## src/hw/rtl/lsd_pkg.sv

```systemverilog
// Shared types and constants for the laser spot detector.
// Used by lsd_detect, laser_spot_detector_core and lsd_checker; depends on nothing.
`timescale 1ns / 1ps

package lsd_pkg;

    localparam int SAMPLE_W   = 10;
    localparam int LIMIT_W    = 14;
    localparam int OFFSET_W   = 8;
    localparam int SETTLE_W   = 15;
    localparam int HIT_W      = 9;
    localparam int CFG_DATA_W = 15;
    localparam int CFG_IDX_W  = 3;

    // Configuration register indexes.
    localparam logic [CFG_IDX_W-1:0] CFG_HIT_THRESHOLD   = 3'd0;
    localparam logic [CFG_IDX_W-1:0] CFG_LIGHT_LIMIT_POS = 3'd1;
    localparam logic [CFG_IDX_W-1:0] CFG_LIGHT_LIMIT_NEG = 3'd2;
    localparam logic [CFG_IDX_W-1:0] CFG_RISE_LIMIT      = 3'd3;
    localparam logic [CFG_IDX_W-1:0] CFG_DETECT_LOW      = 3'd4;
    localparam logic [CFG_IDX_W-1:0] CFG_DETECT_HIGH     = 3'd5;
    localparam logic [CFG_IDX_W-1:0] CFG_MAX_OFFSET      = 3'd6;
    localparam logic [CFG_IDX_W-1:0] CFG_SETTLE_INITIAL  = 3'd7;

    // Register reset values.
    localparam logic [7:0]          RST_HIT_THRESHOLD   = 8'd10;
    localparam logic [LIMIT_W-1:0]  RST_LIGHT_LIMIT_POS = 14'd200;
    localparam logic [LIMIT_W-1:0]  RST_LIGHT_LIMIT_NEG = 14'd200;
    localparam logic [LIMIT_W-1:0]  RST_RISE_LIMIT      = 14'd100;
    localparam logic [LIMIT_W-1:0]  RST_DETECT_LOW      = 14'd50;
    localparam logic [LIMIT_W-1:0]  RST_DETECT_HIGH     = 14'd2000;
    localparam logic [OFFSET_W-1:0] RST_MAX_OFFSET      = 8'd255;
    localparam logic [SETTLE_W-1:0] RST_SETTLE_INITIAL  = 15'd8;

    // Average band limits, in converter counts, for each band shift.
    localparam int BAND_LOW_MINUS  = 100;
    localparam int BAND_LOW_NONE   = 200;
    localparam int BAND_LOW_PLUS   = 300;
    localparam int BAND_HIGH_MINUS = 800;
    localparam int BAND_HIGH_NONE  = 900;
    localparam int BAND_HIGH_PLUS  = 1000;

    // Ambient settle time is the hit threshold times this many items.
    localparam logic [SETTLE_W-1:0] SETTLE_SCALE = 15'd100;

    typedef enum logic [1:0] {
        BAND_NONE,
        BAND_PLUS,
        BAND_MINUS
    } band_t;

    typedef struct packed {
        logic [SAMPLE_W-1:0] detector_sample;
        logic [SAMPLE_W-1:0] light_sample;
    } sample_t;

    typedef struct packed {
        logic                detected;
        logic                led_on;
        logic [OFFSET_W-1:0] drive_offset;
        logic                offset_load;
        logic                initializing;
    } result_t;

    typedef struct packed {
        logic [7:0]          hit_threshold;
        logic [LIMIT_W-1:0]  light_limit_pos;
        logic [LIMIT_W-1:0]  light_limit_neg;
        logic [LIMIT_W-1:0]  rise_limit;
        logic [LIMIT_W-1:0]  detect_low;
        logic [LIMIT_W-1:0]  detect_high;
        logic [OFFSET_W-1:0] max_offset;
        logic [SETTLE_W-1:0] settle_initial;
    } cfg_t;

endpackage

```

## src/hw/rtl/lsd_detect.sv

```systemverilog
// Moving-sum windows, baselines and the detection rules of the laser spot detector.
// Depends on lsd_pkg; instantiated by laser_spot_detector_core.
`timescale 1ns / 1ps

module lsd_detect #(
    parameter int WINDOW_LEN = 10
) (
    input  logic             clk,
    input  logic             rst_n,
    input  logic             step,
    input  lsd_pkg::sample_t sample,
    input  lsd_pkg::cfg_t    cfg,
    output lsd_pkg::result_t result
);

    localparam int SUM_W  = $clog2(WINDOW_LEN * 1023 + 1);
    localparam int CMP_W  = (SUM_W > lsd_pkg::LIMIT_W) ? SUM_W : lsd_pkg::LIMIT_W;
    localparam int FILL_W = $clog2(WINDOW_LEN);

    localparam logic [FILL_W-1:0] FILL_LAST = FILL_W'(WINDOW_LEN - 1);

    // The average test is done on the sum: avg < T is sum < T*W, avg > T is sum >= (T+1)*W.
    localparam logic [SUM_W-1:0] LOW_MINUS  = SUM_W'(lsd_pkg::BAND_LOW_MINUS * WINDOW_LEN);
    localparam logic [SUM_W-1:0] LOW_NONE   = SUM_W'(lsd_pkg::BAND_LOW_NONE * WINDOW_LEN);
    localparam logic [SUM_W-1:0] LOW_PLUS   = SUM_W'(lsd_pkg::BAND_LOW_PLUS * WINDOW_LEN);
    localparam logic [SUM_W-1:0] HIGH_MINUS = SUM_W'((lsd_pkg::BAND_HIGH_MINUS + 1) * WINDOW_LEN);
    localparam logic [SUM_W-1:0] HIGH_NONE  = SUM_W'((lsd_pkg::BAND_HIGH_NONE + 1) * WINDOW_LEN);
    localparam logic [SUM_W-1:0] HIGH_PLUS  = SUM_W'((lsd_pkg::BAND_HIGH_PLUS + 1) * WINDOW_LEN);

    logic [lsd_pkg::SAMPLE_W-1:0] det_win_reg   [WINDOW_LEN];
    logic [lsd_pkg::SAMPLE_W-1:0] light_win_reg [WINDOW_LEN];

    logic [SUM_W-1:0]             det_sum_reg, det_sum_next;
    logic [SUM_W-1:0]             light_sum_reg, light_sum_next;
    logic [SUM_W-1:0]             det_base_reg, det_base_next;
    logic [SUM_W-1:0]             light_base_reg, light_base_next;
    logic [lsd_pkg::OFFSET_W-1:0] offset_reg, offset_next;
    lsd_pkg::band_t               band_reg, band_next;
    logic [lsd_pkg::SETTLE_W-1:0] settle_reg, settle_next;
    logic [lsd_pkg::HIT_W-1:0]    hit_reg, hit_next;
    logic                         init_reg, init_next;
    logic [FILL_W-1:0]            fill_reg, fill_next;
    logic                         led_reg, led_next;

    logic [SUM_W-1:0]             det_in, light_in;
    logic [SUM_W-1:0]             low_thr, high_thr;
    logic                         low_exit, high_exit;
    logic [CMP_W-1:0]             light_rise, light_fall, det_rise, det_dip;
    logic                         light_up, light_down, det_up;
    logic [lsd_pkg::HIT_W-1:0]    hit_inc;
    logic [lsd_pkg::HIT_W-1:0]    hit_limit;

    assign det_in    = SUM_W'(sample.detector_sample);
    assign light_in  = SUM_W'(sample.light_sample);
    assign hit_limit = lsd_pkg::HIT_W'(cfg.hit_threshold);

    always_comb
    begin
        unique case (band_reg)
            lsd_pkg::BAND_PLUS:
            begin
                low_thr  = LOW_PLUS;
                high_thr = HIGH_PLUS;
            end
            lsd_pkg::BAND_MINUS:
            begin
                low_thr  = LOW_MINUS;
                high_thr = HIGH_MINUS;
            end
            default:
            begin
                low_thr  = LOW_NONE;
                high_thr = HIGH_NONE;
            end
        endcase
    end

    always_comb
    begin
        det_sum_next    = det_sum_reg;
        light_sum_next  = light_sum_reg;
        det_base_next   = det_base_reg;
        light_base_next = light_base_reg;
        offset_next     = offset_reg;
        band_next       = band_reg;
        settle_next     = settle_reg;
        hit_next        = hit_reg;
        init_next       = init_reg;
        fill_next       = fill_reg;
        led_next        = led_reg;

        result.detected     = 1'b0;
        result.offset_load  = 1'b0;
        result.drive_offset = offset_reg;
        result.initializing = init_reg;

        low_exit   = 1'b0;
        high_exit  = 1'b0;
        light_up   = 1'b0;
        light_down = 1'b0;
        det_up     = 1'b0;
        light_rise = '0;
        light_fall = '0;
        det_rise   = '0;
        det_dip    = '0;
        hit_inc    = hit_reg;

        if (init_reg)
        begin
            // The first refill item restarts both sums and reloads the sensor offset.
            if (fill_reg == '0)
            begin
                result.offset_load = 1'b1;
                det_sum_next       = det_in;
                light_sum_next     = light_in;
            end
            else
            begin
                det_sum_next   = det_sum_reg + det_in;
                light_sum_next = light_sum_reg + light_in;
            end

            if (fill_reg == FILL_LAST)
            begin
                det_base_next   = det_sum_next;
                light_base_next = light_sum_next;
                hit_next        = '0;
                init_next       = 1'b0;
                fill_next       = '0;
                settle_next     = cfg.settle_initial;
            end
            else
            begin
                fill_next = fill_reg + FILL_W'(1);
            end
        end
        else
        begin
            det_sum_next   = det_sum_reg - SUM_W'(det_win_reg[0]) + det_in;
            light_sum_next = light_sum_reg - SUM_W'(light_win_reg[0]) + light_in;

            low_exit  = (det_sum_next < low_thr) && (offset_reg != cfg.max_offset);
            high_exit = (det_sum_next >= high_thr) && (offset_reg != '0);

            light_up   = light_sum_next > light_base_reg;
            light_down = light_base_reg > light_sum_next;
            light_rise = CMP_W'(light_sum_next - light_base_reg);
            light_fall = CMP_W'(light_base_reg - light_sum_next);
            det_up     = det_sum_next > det_base_reg;
            det_rise   = CMP_W'(det_sum_next - det_base_reg);
            det_dip    = CMP_W'(det_base_reg - det_sum_next);
            hit_inc    = (hit_reg <= hit_limit) ? hit_reg + lsd_pkg::HIT_W'(1) : hit_reg;

            priority if (low_exit || high_exit)
            begin
                result.offset_load = 1'b1;
                init_next          = 1'b1;
                fill_next          = '0;
                priority if (band_reg == lsd_pkg::BAND_NONE)
                begin
                    // First exit: shift out a zero offset without stepping.
                    result.drive_offset = '0;
                    band_next           = lsd_pkg::BAND_PLUS;
                end
                else if (high_exit)
                begin
                    offset_next         = offset_reg - lsd_pkg::OFFSET_W'(1);
                    result.drive_offset = offset_next;
                    band_next           = lsd_pkg::BAND_MINUS;
                end
                else
                begin
                    offset_next = (offset_reg != '1) ?
                                  offset_reg + lsd_pkg::OFFSET_W'(1) : offset_reg;
                    result.drive_offset = offset_next;
                    band_next           = lsd_pkg::BAND_PLUS;
                end
            end
            else if ((light_up && light_rise > CMP_W'(cfg.light_limit_pos)) ||
                     (light_down && light_fall > CMP_W'(cfg.light_limit_neg)))
            begin
                det_base_next   = det_sum_next;
                light_base_next = light_sum_next;
                settle_next     = lsd_pkg::SETTLE_W'({7'd0, cfg.hit_threshold} *
                                                     lsd_pkg::SETTLE_SCALE);
            end
            else if (settle_reg > lsd_pkg::SETTLE_W'(1))
            begin
                settle_next = settle_reg - lsd_pkg::SETTLE_W'(1);
            end
            else if (settle_reg == lsd_pkg::SETTLE_W'(1))
            begin
                hit_next        = '0;
                settle_next     = '0;
                det_base_next   = det_sum_next;
                light_base_next = light_sum_next;
            end
            else if (det_up && det_rise > CMP_W'(cfg.rise_limit))
            begin
                det_base_next   = det_sum_next;
                light_base_next = light_sum_next;
            end
            else if (!det_up &&
                     det_dip > CMP_W'(cfg.detect_low) && det_dip < CMP_W'(cfg.detect_high))
            begin
                hit_next = hit_inc;
                if (hit_inc > hit_limit)
                begin
                    led_next        = 1'b1;
                    result.detected = 1'b1;
                end
                else
                begin
                    led_next = 1'b0;
                end
            end
            else
            begin
                hit_next = '0;
                led_next = 1'b0;
            end
        end

        result.led_on = led_next;
    end

    // Both windows shift one place per item; a full refill leaves them in arrival order.
    always_ff @(posedge clk)
    begin
        if (step)
        begin
            for (int i = 0; i < WINDOW_LEN - 1; i++)
            begin
                det_win_reg[i]   <= det_win_reg[i + 1];
                light_win_reg[i] <= light_win_reg[i + 1];
            end
            det_win_reg[WINDOW_LEN - 1]   <= sample.detector_sample;
            light_win_reg[WINDOW_LEN - 1] <= sample.light_sample;
        end
    end

    always_ff @(posedge clk or negedge rst_n)
    begin
        if (!rst_n)
        begin
            det_sum_reg    <= '0;
            light_sum_reg  <= '0;
            det_base_reg   <= '0;
            light_base_reg <= '0;
            offset_reg     <= '0;
            band_reg       <= lsd_pkg::BAND_NONE;
            settle_reg     <= '0;
            hit_reg        <= '0;
            init_reg       <= 1'b1;
            fill_reg       <= '0;
            led_reg        <= 1'b0;
        end
        else if (step)
        begin
            det_sum_reg    <= det_sum_next;
            light_sum_reg  <= light_sum_next;
            det_base_reg   <= det_base_next;
            light_base_reg <= light_base_next;
            offset_reg     <= offset_next;
            band_reg       <= band_next;
            settle_reg     <= settle_next;
            hit_reg        <= hit_next;
            init_reg       <= init_next;
            fill_reg       <= fill_next;
            led_reg        <= led_next;
        end
    end

endmodule

```

## src/hw/rtl/laser_spot_detector_core.sv

```systemverilog
// Top level of the laser spot detector: configuration registers, detection logic and result buffer.
// Depends on lsd_pkg and lsd_detect.
`timescale 1ns / 1ps

// The detector takes one sample pair per clock cycle while sample_stall is low and returns one
// result per sample pair. All window, baseline and rule updates for an item are finished
// in the cycle of its transfer, in the single pass through lsd_detect, so the next pair may
// follow at once. Results pass through an output register backed by one skid register: the
// sample channel keeps taking pairs while a single result waits, and stalls only when both
// hold results. After reset, and after every sensor offset change, the first WINDOW_LEN pairs
// refill the sample windows and return results flagged as initializing. Configuration writes
// take effect at the next edge and are meant for idle periods.
module laser_spot_detector_core #(
    parameter int WINDOW_LEN = 10
) (
    input  logic                             clk,
    input  logic                             rst_n,
    input  logic                             sample_valid,
    output logic                             sample_stall,
    input  lsd_pkg::sample_t                 sample,
    output logic                             result_valid,
    input  logic                             result_stall,
    output lsd_pkg::result_t                 result,
    input  logic                             cfg_write,
    input  logic [lsd_pkg::CFG_IDX_W-1:0]    cfg_index,
    input  logic [lsd_pkg::CFG_DATA_W-1:0]   cfg_data
);

    lsd_pkg::cfg_t    cfg_reg;
    lsd_pkg::result_t calc_result;
    lsd_pkg::result_t out_data_reg, skid_data_reg;
    logic             out_valid_reg, skid_valid_reg;
    logic             accept, out_pop;

    always_ff @(posedge clk or negedge rst_n)
    begin
        if (!rst_n)
        begin
            cfg_reg.hit_threshold   <= lsd_pkg::RST_HIT_THRESHOLD;
            cfg_reg.light_limit_pos <= lsd_pkg::RST_LIGHT_LIMIT_POS;
            cfg_reg.light_limit_neg <= lsd_pkg::RST_LIGHT_LIMIT_NEG;
            cfg_reg.rise_limit      <= lsd_pkg::RST_RISE_LIMIT;
            cfg_reg.detect_low      <= lsd_pkg::RST_DETECT_LOW;
            cfg_reg.detect_high     <= lsd_pkg::RST_DETECT_HIGH;
            cfg_reg.max_offset      <= lsd_pkg::RST_MAX_OFFSET;
            cfg_reg.settle_initial  <= lsd_pkg::RST_SETTLE_INITIAL;
        end
        else if (cfg_write)
        begin
            unique case (cfg_index)
                lsd_pkg::CFG_HIT_THRESHOLD:   cfg_reg.hit_threshold   <= cfg_data[7:0];
                lsd_pkg::CFG_LIGHT_LIMIT_POS: cfg_reg.light_limit_pos <= cfg_data[13:0];
                lsd_pkg::CFG_LIGHT_LIMIT_NEG: cfg_reg.light_limit_neg <= cfg_data[13:0];
                lsd_pkg::CFG_RISE_LIMIT:      cfg_reg.rise_limit      <= cfg_data[13:0];
                lsd_pkg::CFG_DETECT_LOW:      cfg_reg.detect_low      <= cfg_data[13:0];
                lsd_pkg::CFG_DETECT_HIGH:     cfg_reg.detect_high     <= cfg_data[13:0];
                lsd_pkg::CFG_MAX_OFFSET:      cfg_reg.max_offset      <= cfg_data[7:0];
                lsd_pkg::CFG_SETTLE_INITIAL:  cfg_reg.settle_initial  <= cfg_data;
                default:                      cfg_reg                 <= cfg_reg;
            endcase
        end
    end

    assign sample_stall = skid_valid_reg;
    assign accept       = sample_valid && !skid_valid_reg;
    assign out_pop      = out_valid_reg && !result_stall;
    assign result_valid = out_valid_reg;
    assign result       = out_data_reg;

    lsd_detect #(
        .WINDOW_LEN (WINDOW_LEN)
    ) u_detect (
        .clk    (clk),
        .rst_n  (rst_n),
        .step   (accept),
        .sample (sample),
        .cfg    (cfg_reg),
        .result (calc_result)
    );

    always_ff @(posedge clk or negedge rst_n)
    begin
        if (!rst_n)
        begin
            out_valid_reg  <= 1'b0;
            skid_valid_reg <= 1'b0;
        end
        else if (skid_valid_reg)
        begin
            if (out_pop)
            begin
                skid_valid_reg <= 1'b0;
            end
        end
        else if (accept)
        begin
            if (out_valid_reg && !out_pop)
            begin
                skid_valid_reg <= 1'b1;
            end
            else
            begin
                out_valid_reg <= 1'b1;
            end
        end
        else if (out_pop)
        begin
            out_valid_reg <= 1'b0;
        end
    end

    always_ff @(posedge clk)
    begin
        if (skid_valid_reg)
        begin
            if (out_pop)
            begin
                out_data_reg <= skid_data_reg;
            end
        end
        else if (accept)
        begin
            if (out_valid_reg && !out_pop)
            begin
                skid_data_reg <= calc_result;
            end
            else
            begin
                out_data_reg <= calc_result;
            end
        end
    end

endmodule

```

## config.mk

```make
export PLATFORM = sky130hd
export DESIGN_NAME = laser_spot_detector_core
export DESIGN_NICKNAME = d
export VERILOG_FILES = /design/src/hw/rtl/lsd_pkg.sv /design/src/hw/rtl/lsd_detect.sv /design/src/hw/rtl/laser_spot_detector_core.sv
export SDC_FILE = /design/constraint.sdc
export NUM_CORES = 1
export LEC_CHECK = 0
export BUFFER_PORTS_ARGS = -buffer_cell sky130_fd_sc_hd__buf_4
export CORE_ASPECT_RATIO = 0.7
export CORE_MARGIN = 8
export CORE_UTILIZATION = 45
export CTS_CLUSTER_DIAMETER = 40
export DETAILED_ROUTE_END_ITERATION = 6
export HOLD_SLACK_MARGIN = 0.1
export PLACE_DENSITY = 0.71
export SLEW_MARGIN = 20
export SYNTH_ARGS = -nofsm -noshare
export SYNTH_HDL_FRONTEND = slang
export SYNTH_SLANG_ARGS = --single-unit
```

## constraint.sdc

```tcl
create_clock -name clk -period 16.4 [get_ports clk]
set_input_delay 4.92 -clock clk [delete_from_list [all_inputs] [get_ports clk]]
set_output_delay 4.92 -clock clk [all_outputs]
set_load 0.03 [all_outputs]
```

# Word level (Yosys, flattened, before mapping)
# Memories as Yosys holds them, arrays and structs flattened.
# Index checks and enable logic that the tools add are counted.
# totals
elab_cells	206
ram_bits	200
in_bits	43
regBits	223
out_inout_bits	14
n_memories	2
# op_classes
bitwise_logic	3
mux	77
mul	1
n_lt_le_gt_ge	13
eq_ne	22
add_sub_neg	15
n_reduce_logical	42
# mem_list
memory	words	word_bits	rd	rd_clocked_by_memory_dff	write_ports	line	source
u_detect.det_win_reg	10	10	10	0	10	lsd_detect.sv:30	logic [lsd_pkg::SAMPLE_W-1:0] det_win_reg [WINDOW_LEN];
u_detect.light_win_reg	10	10	10	0	10	lsd_detect.sv:31	logic [lsd_pkg::SAMPLE_W-1:0] light_win_reg [WINDOW_LEN];
# ops
op	count
14-bit 2-to-1 mux	18
14-bit greater-than comparator	7
15-bit 2-to-1 mux	6
9-bit 2-to-1 mux	10
14-bit by 10-bit adder with 14-bit output	4
14-bit subtractor	4
12-bit 2-to-1 mux	4
8-bit 2-to-1 mux	4
1-bit 2-to-1 mux	28
14-bit one-hot mux with 2 select lines	1
14-bit by 10-bit subtractor with 14-bit output	2
12-bit one-hot mux with 2 select lines	1
2-bit AND reduction	9
15-bit by 1-bit == test with 1-bit output, second input constant	1
15-bit by 1-bit greater-than comparator with 1-bit output, second input constant	1
15-bit by 1-bit subtractor with 15-bit output, second input constant	1
14-bit >= comparator	1
14-bit by 12-bit less-than comparator with 1-bit output	1
14-bit less-than comparator	1
8-bit by 5-bit multiplier with 13-bit output, second input constant	1
3-bit == test, second input constant	4
4-bit 2-to-1 mux	3
3-bit AND reduction	4
1-bit logical AND	10
29 further kinds	47

# Longest topological paths before layout
# An unclocked memory read counts as a cell.
# depth
ltp_word	17
depth_mapped	34
ltp_nobuf	31

# Hierarchy
# Synthesis repeated with hierarchy kept, for this count alone.
# hier_totals
cells_unflattened	2288
hier_area_um2	25343.1
# by_module_without_submodules
mod	seq_area_each_um2	area_per_inst_um2	n_inst	cells_per_inst
lsd_detect	8409.3	20368.3	1	2014
laser_spot_detector_core	3334.4	4974.8	1	274

# Worst setup path after synthesis
# OpenSTA, ideal clock, no wires.
# synth_path
kind	in2reg
startpoint	input port sample_valid
endpoint	register skid_data_reg[0] in the netlist's numbering, enable pin
setup_slack_ns	4.349
cell_stages	4
setup_ns	0.361
n_path_buf	1
t_arrival_ns	11.690
required_ns	16.039
cell_sequence	nand2b_1 clkinv_1 buf_1 and3_1
# synth_via
elab_chain_cells	2
# synth_lines
element	line	source
start, declared	laser_spot_detector_core.sv:18	input logic sample_valid,
1-bit logical AND	laser_spot_detector_core.sv:65	assign accept = sample_valid && !skid_valid_reg;
via accept	laser_spot_detector_core.sv:33	logic accept, out_pop;
3-bit AND reduction (no source line)	n/a	
end signal, assigned	laser_spot_detector_core.sv:125	skid_data_reg <= calc_result;
end, declared	laser_spot_detector_core.sv:31	lsd_pkg::result_t out_data_reg, skid_data_reg;
# The timed path passes the listed nets, and every way through them passes these cells.
# A chain may end at the register's enable or synchronous reset.

# Final worst setup path
# layout_path
startpoint	input port sample[1] in the netlist's numbering
endpoint	register u_detect.settle_reg[14] in the netlist's numbering
# layout_via
elab_chain_cells	8
elab_cells_between_ends	15
classes_between	3 x add/sub; 4 x order compare; 3 x mux; 5 x reduce/logical
# layout_lines
element	line	source
start, declared	laser_spot_detector_core.sv:20	input lsd_pkg::sample_t sample,
14-bit by 10-bit adder with 14-bit output *	lsd_detect.sv:140	light_sum_next = light_sum_reg - SUM_W'(light_win_reg[0]) + light_in;
14-bit subtractor, on equally long branches	lsd_detect.sv:147, lsd_detect.sv:148	
14-bit greater-than comparator, on equally long branches	lsd_detect.sv:179, lsd_detect.sv:180	
1-bit logical AND, on equally long branches	lsd_detect.sv:179, lsd_detect.sv:180	
1-bit logical OR *	lsd_detect.sv:179	else if ((light_up && light_rise > CMP_W'(cfg.light_limit_pos)) ||
15-bit 2-to-1 mux	lsd_detect.sv:179	
15-bit 2-to-1 mux	lsd_detect.sv:154	priority if (low_exit || high_exit)
15-bit 2-to-1 mux	lsd_detect.sv:108	if (init_reg)
end signal, assigned	lsd_detect.sv:266	settle_reg <= settle_next;
end, declared	lsd_detect.sv:39	logic [lsd_pkg::SETTLE_W-1:0] settle_reg, settle_next;
# Mark *: on every way between the ends. The rest lies on a longest branch, timed or not. The select of a mux whose other input is x is not followed.

==> out/metrics.cfg <==
[setup_path]
cp_data_required_time_ns = 16.88
reg2regPathDepth = 27
cp.arrival_ns = 12.77
timing.rr.start = u_detect.light_sum_reg[1]$_DFFE_PN0P_
end_kind = flop
startpoint = sample[1]
reg2reg_slack_ns = 8.18
rr_endpoint = u_detect.settle_reg[14]$_DFFE_PN0P_
crit_end = u_detect.settle_reg[14]$_DFFE_PN0P_
start_kind = input pin
cp_slowest_cell = a2111oi_0
cpPeakStageDelay_ns = 0.76
crit_type = input pin to flop
worst-path-max-fanout = 29

[yosys]
seq_area_frac_synth_pct = 47.7
synth_xor_area_share_pct = 3.95
ys_seq_elements = 423
syn_inst = 2319
yosysWarnings = 0
synth-simple-area-share_pct = 10.2
synth_edf_count = 224
synth_area_sq_um = 24600
synth_compound_area_share_pct = 13.4
yosys_most_used_dff = edfxtp_1
yosys.area_share.adder_pct = 14.6
synth_nets = 2632
synthMuxAreaShare_pct = 4.53
synth_top_family_by_area = adder cells
avgSynthCellArea_sq_um = 10.6
ys_types = 83
synthArstFlopShare_pct = 47.0

[placement]
portBuffers = 56
dp_hpwl_um = 40100
dp.cells = 3042
dp_worst_setup_slack_ns = 3.58
finalWeightedCongestion = 0.882

[detailed_routing]
drt_pass1_iterations = 5
vias_per_cell = 5.46
avgRoutedWirePerCell_um = 17.8
wirelength_um = 56000
post-route-drc-count = 0
drt_iter0_drc = 1498
vias = 17100
ant_nets = 0

[floorplan]
die_w_um = 296
fp.dieArea_sq_um = 62600
rows = 71
ios = 57
coreArea_sq_um = 53900
initial_core_util_pct = 45.7
die_y_um = 212

[cts]
postCtsHoldBufs = 0
cts_buffer_depth = 3
cts_buffers = 51
clkSinkCount = 423
cts_tree = built
path_clk_slew_ns = 0.07
post_cts_resized = 0
cts_setup_buffers = 0
htreeDepth = 2
root_buffer = clkbuf_16
insertion_delay_ns = 0.60

[run]
cap_viol_max_count = 0

[cells_and_area]
multi_input_area_sq_um = 11500
final.fill_count = 4759
nets = 2678
drive_gt1_share_pct = 12.7
final_util_pct = 51.2
areaGrowthSynthToFinish_pct = 12.0
seqCellArea_sq_um = 11700
final_cells = 3138
n_antenna_cell = 0
largest_reg_flops = 101

[worst_hold_path]
hold_path_class = flop to flop

[sta]
period_share_pct = 74.9
max_clock_freq_ghz = 0.0814
setup_violations = 0
rsz0062_at_grt = false
fin_crit_ns = 12.28
slew_viol_final = 0
fin_tns_setup_ns = 0
tightest_slew_ns = 1.01
hold_viol = 0
fin_ws_ns = 4.12
slew_headroom_pct = 32.3
clock-skew-final_ns = 0.0233

[grt]
grt_start_max_net_pins = 83
grt_pass1_wl_um = 91700
antenna_found_initial = 2
grt_pass1_vias = 17200
overflow = 0
grt_use_total_pct = 18.0

[status]
status = complete, no violations

[final cells by class]
type	count	area share, %
Clock buffer	59	4.88
Clock inverter	37	1.60
Inverter	282	3.86
Multi-Input combinational cell	1536	41.8
Sequential cell	423	42.6
Tap cell	730	3.31
Timing Repair Buffer	71	1.97
[metal layers]
metal  routed length (um)  global-route usage, %  vias to the layer above
li1                     -                      -                     8275
met1                27000                   25.9                     8337
met2                24900                   28.0                      408
met3                 2790                   2.82                      105
met4                 1290                   4.79                        0
met5                    0                      0                        -
[critical path, delay by kind of cell]
| kind | cells | cell delay, ns |
|---|---|---|
| buffers and inverters | 5 | 0.56 |
| muxes | 1 | 0.41 |
| adders and majority gates | 4 | 1.65 |
| AOI/OAI and AO/OA | 13 | 3.74 |
| and+or+nand+nor | 4 | 1.19 |
| xor gates and xnor gates | 1 | 0.26 |
[Yosys cell counts, drive strengths merged, types with 7 or more instances]
| cell type | number | area [sq um] |
|---|---|---|
| nor2b | 30 | 188 |
| fa | 29 | 581 |
| o22ai | 8 | 50.1 |
| o21ai | 212 | 1060 |
| buf | 17 | 97.6 |
| and3 | 19 | 125 |
| nor4 | 13 | 81.3 |
| xnor2 | 66 | 578 |
| inv | 281 | 1050 |
| dfstp | 30 | 788 |
| a211o | 7 | 63.8 |
| or4 | 7 | 52.6 |
| a21oi | 112 | 561 |
| nand3 | 30 | 155 |
| nor3 | 31 | 160 |
| o21bai | 7 | 52.6 |
| xor2 | 45 | 394 |
| a31oi | 11 | 68.8 |
| nand2b | 23 | 144 |
| o211ai | 21 | 163 |
| o21a | 19 | 143 |
| or3 | 9 | 56.3 |
| nand4 | 25 | 156 |
| nor3b | 9 | 67.6 |
| mux2 | 89 | 1010 |
| o31ai | 7 | 52.6 |
| mux2i | 11 | 110 |
| dfrtp | 169 | 4230 |
| a221oi | 7 | 61.3 |
| nor2 | 117 | 439 |
| a211oi | 22 | 165 |
| a21o | 33 | 248 |
| and2 | 12 | 76.3 |
| ha | 241 | 3020 |
| clkbuf | 61 | 230 |
| a21boi | 14 | 105 |
| edfxtp | 224 | 6730 |
| nand2 | 180 | 676 |
[stage by stage]
| step | area, sq um | hold WS (ns) |
|---|---|---|
| 2_1_floorplan | 24600 | 0.400 |
| 3_3_place_gp | 25800 | 0.401 |
| 3_5_place_dp | 25800 | 0.405 |
| 4_1_cts | 27600 | 0.411 |
| 5_1_grt | 27600 | 0.423 |
| 6_report | 27600 | 0.410 |
[placed cells by master, fill, tap and decap left out, types with 22 or more instances in the layout]
master,netlist,routed
inv_1,281,281
ha_1,241,241
edfxtp_1,224,224
o21ai_0,211,211
nand2_1,180,180
dfrtp_1,169,169
nor2_1,117,117
a21oi_1,112,111
mux2_2,84,84
buf_4,2,69
xnor2_1,66,66
clkbuf_16,0,52
xor2_1,45,45
a21o_1,33,33
nor2b_1,30,30
dfstp_2,30,30
nand3_1,29,29
nor3_1,30,29
fa_1,29,29
nand4_1,25,25
nand2b_1,23,22
a211oi_1,22,22
[kinds of logic after synthesis]
| family | count (synthesis) |
|---|---|
| DFF | 423 |
| buffers and inverters | 360 |
| AOI/OAI and AO/OA | 533 |
| xor gates and xnor gates | 111 |
| and+or+nand+nor | 521 |
| adders and majority gates | 271 |
| muxes | 100 |
[worst min path at each step]
stage	from	end	slack [ns]	cells past startpoint
after floorplan	u_detect.det_win_reg[1][0]$_DFFE_PP_	u_detect.det_win_reg[0][0]$_DFFE_PP_	0.40	0
final	u_detect.light_win_reg[2][2]$_DFFE_PP_	u_detect.light_win_reg[1][2]$_DFFE_PP_	0.41	0
after detailed placement	u_detect.det_win_reg[5][8]$_DFFE_PP_	u_detect.det_win_reg[4][8]$_DFFE_PP_	0.40	0
after global routing	u_detect.light_win_reg[2][2]$_DFFE_PP_	u_detect.light_win_reg[1][2]$_DFFE_PP_	0.42	0
after CTS	u_detect.light_win_reg[2][2]$_DFFE_PP_	u_detect.light_win_reg[1][2]$_DFFE_PP_	0.41	0
after global placement	u_detect.det_win_reg[7][0]$_DFFE_PP_	u_detect.det_win_reg[6][0]$_DFFE_PP_	0.40	0
Power is not shown: default switching activity piles up to over one toggle a cycle in this logic, so the estimate is an artifact.
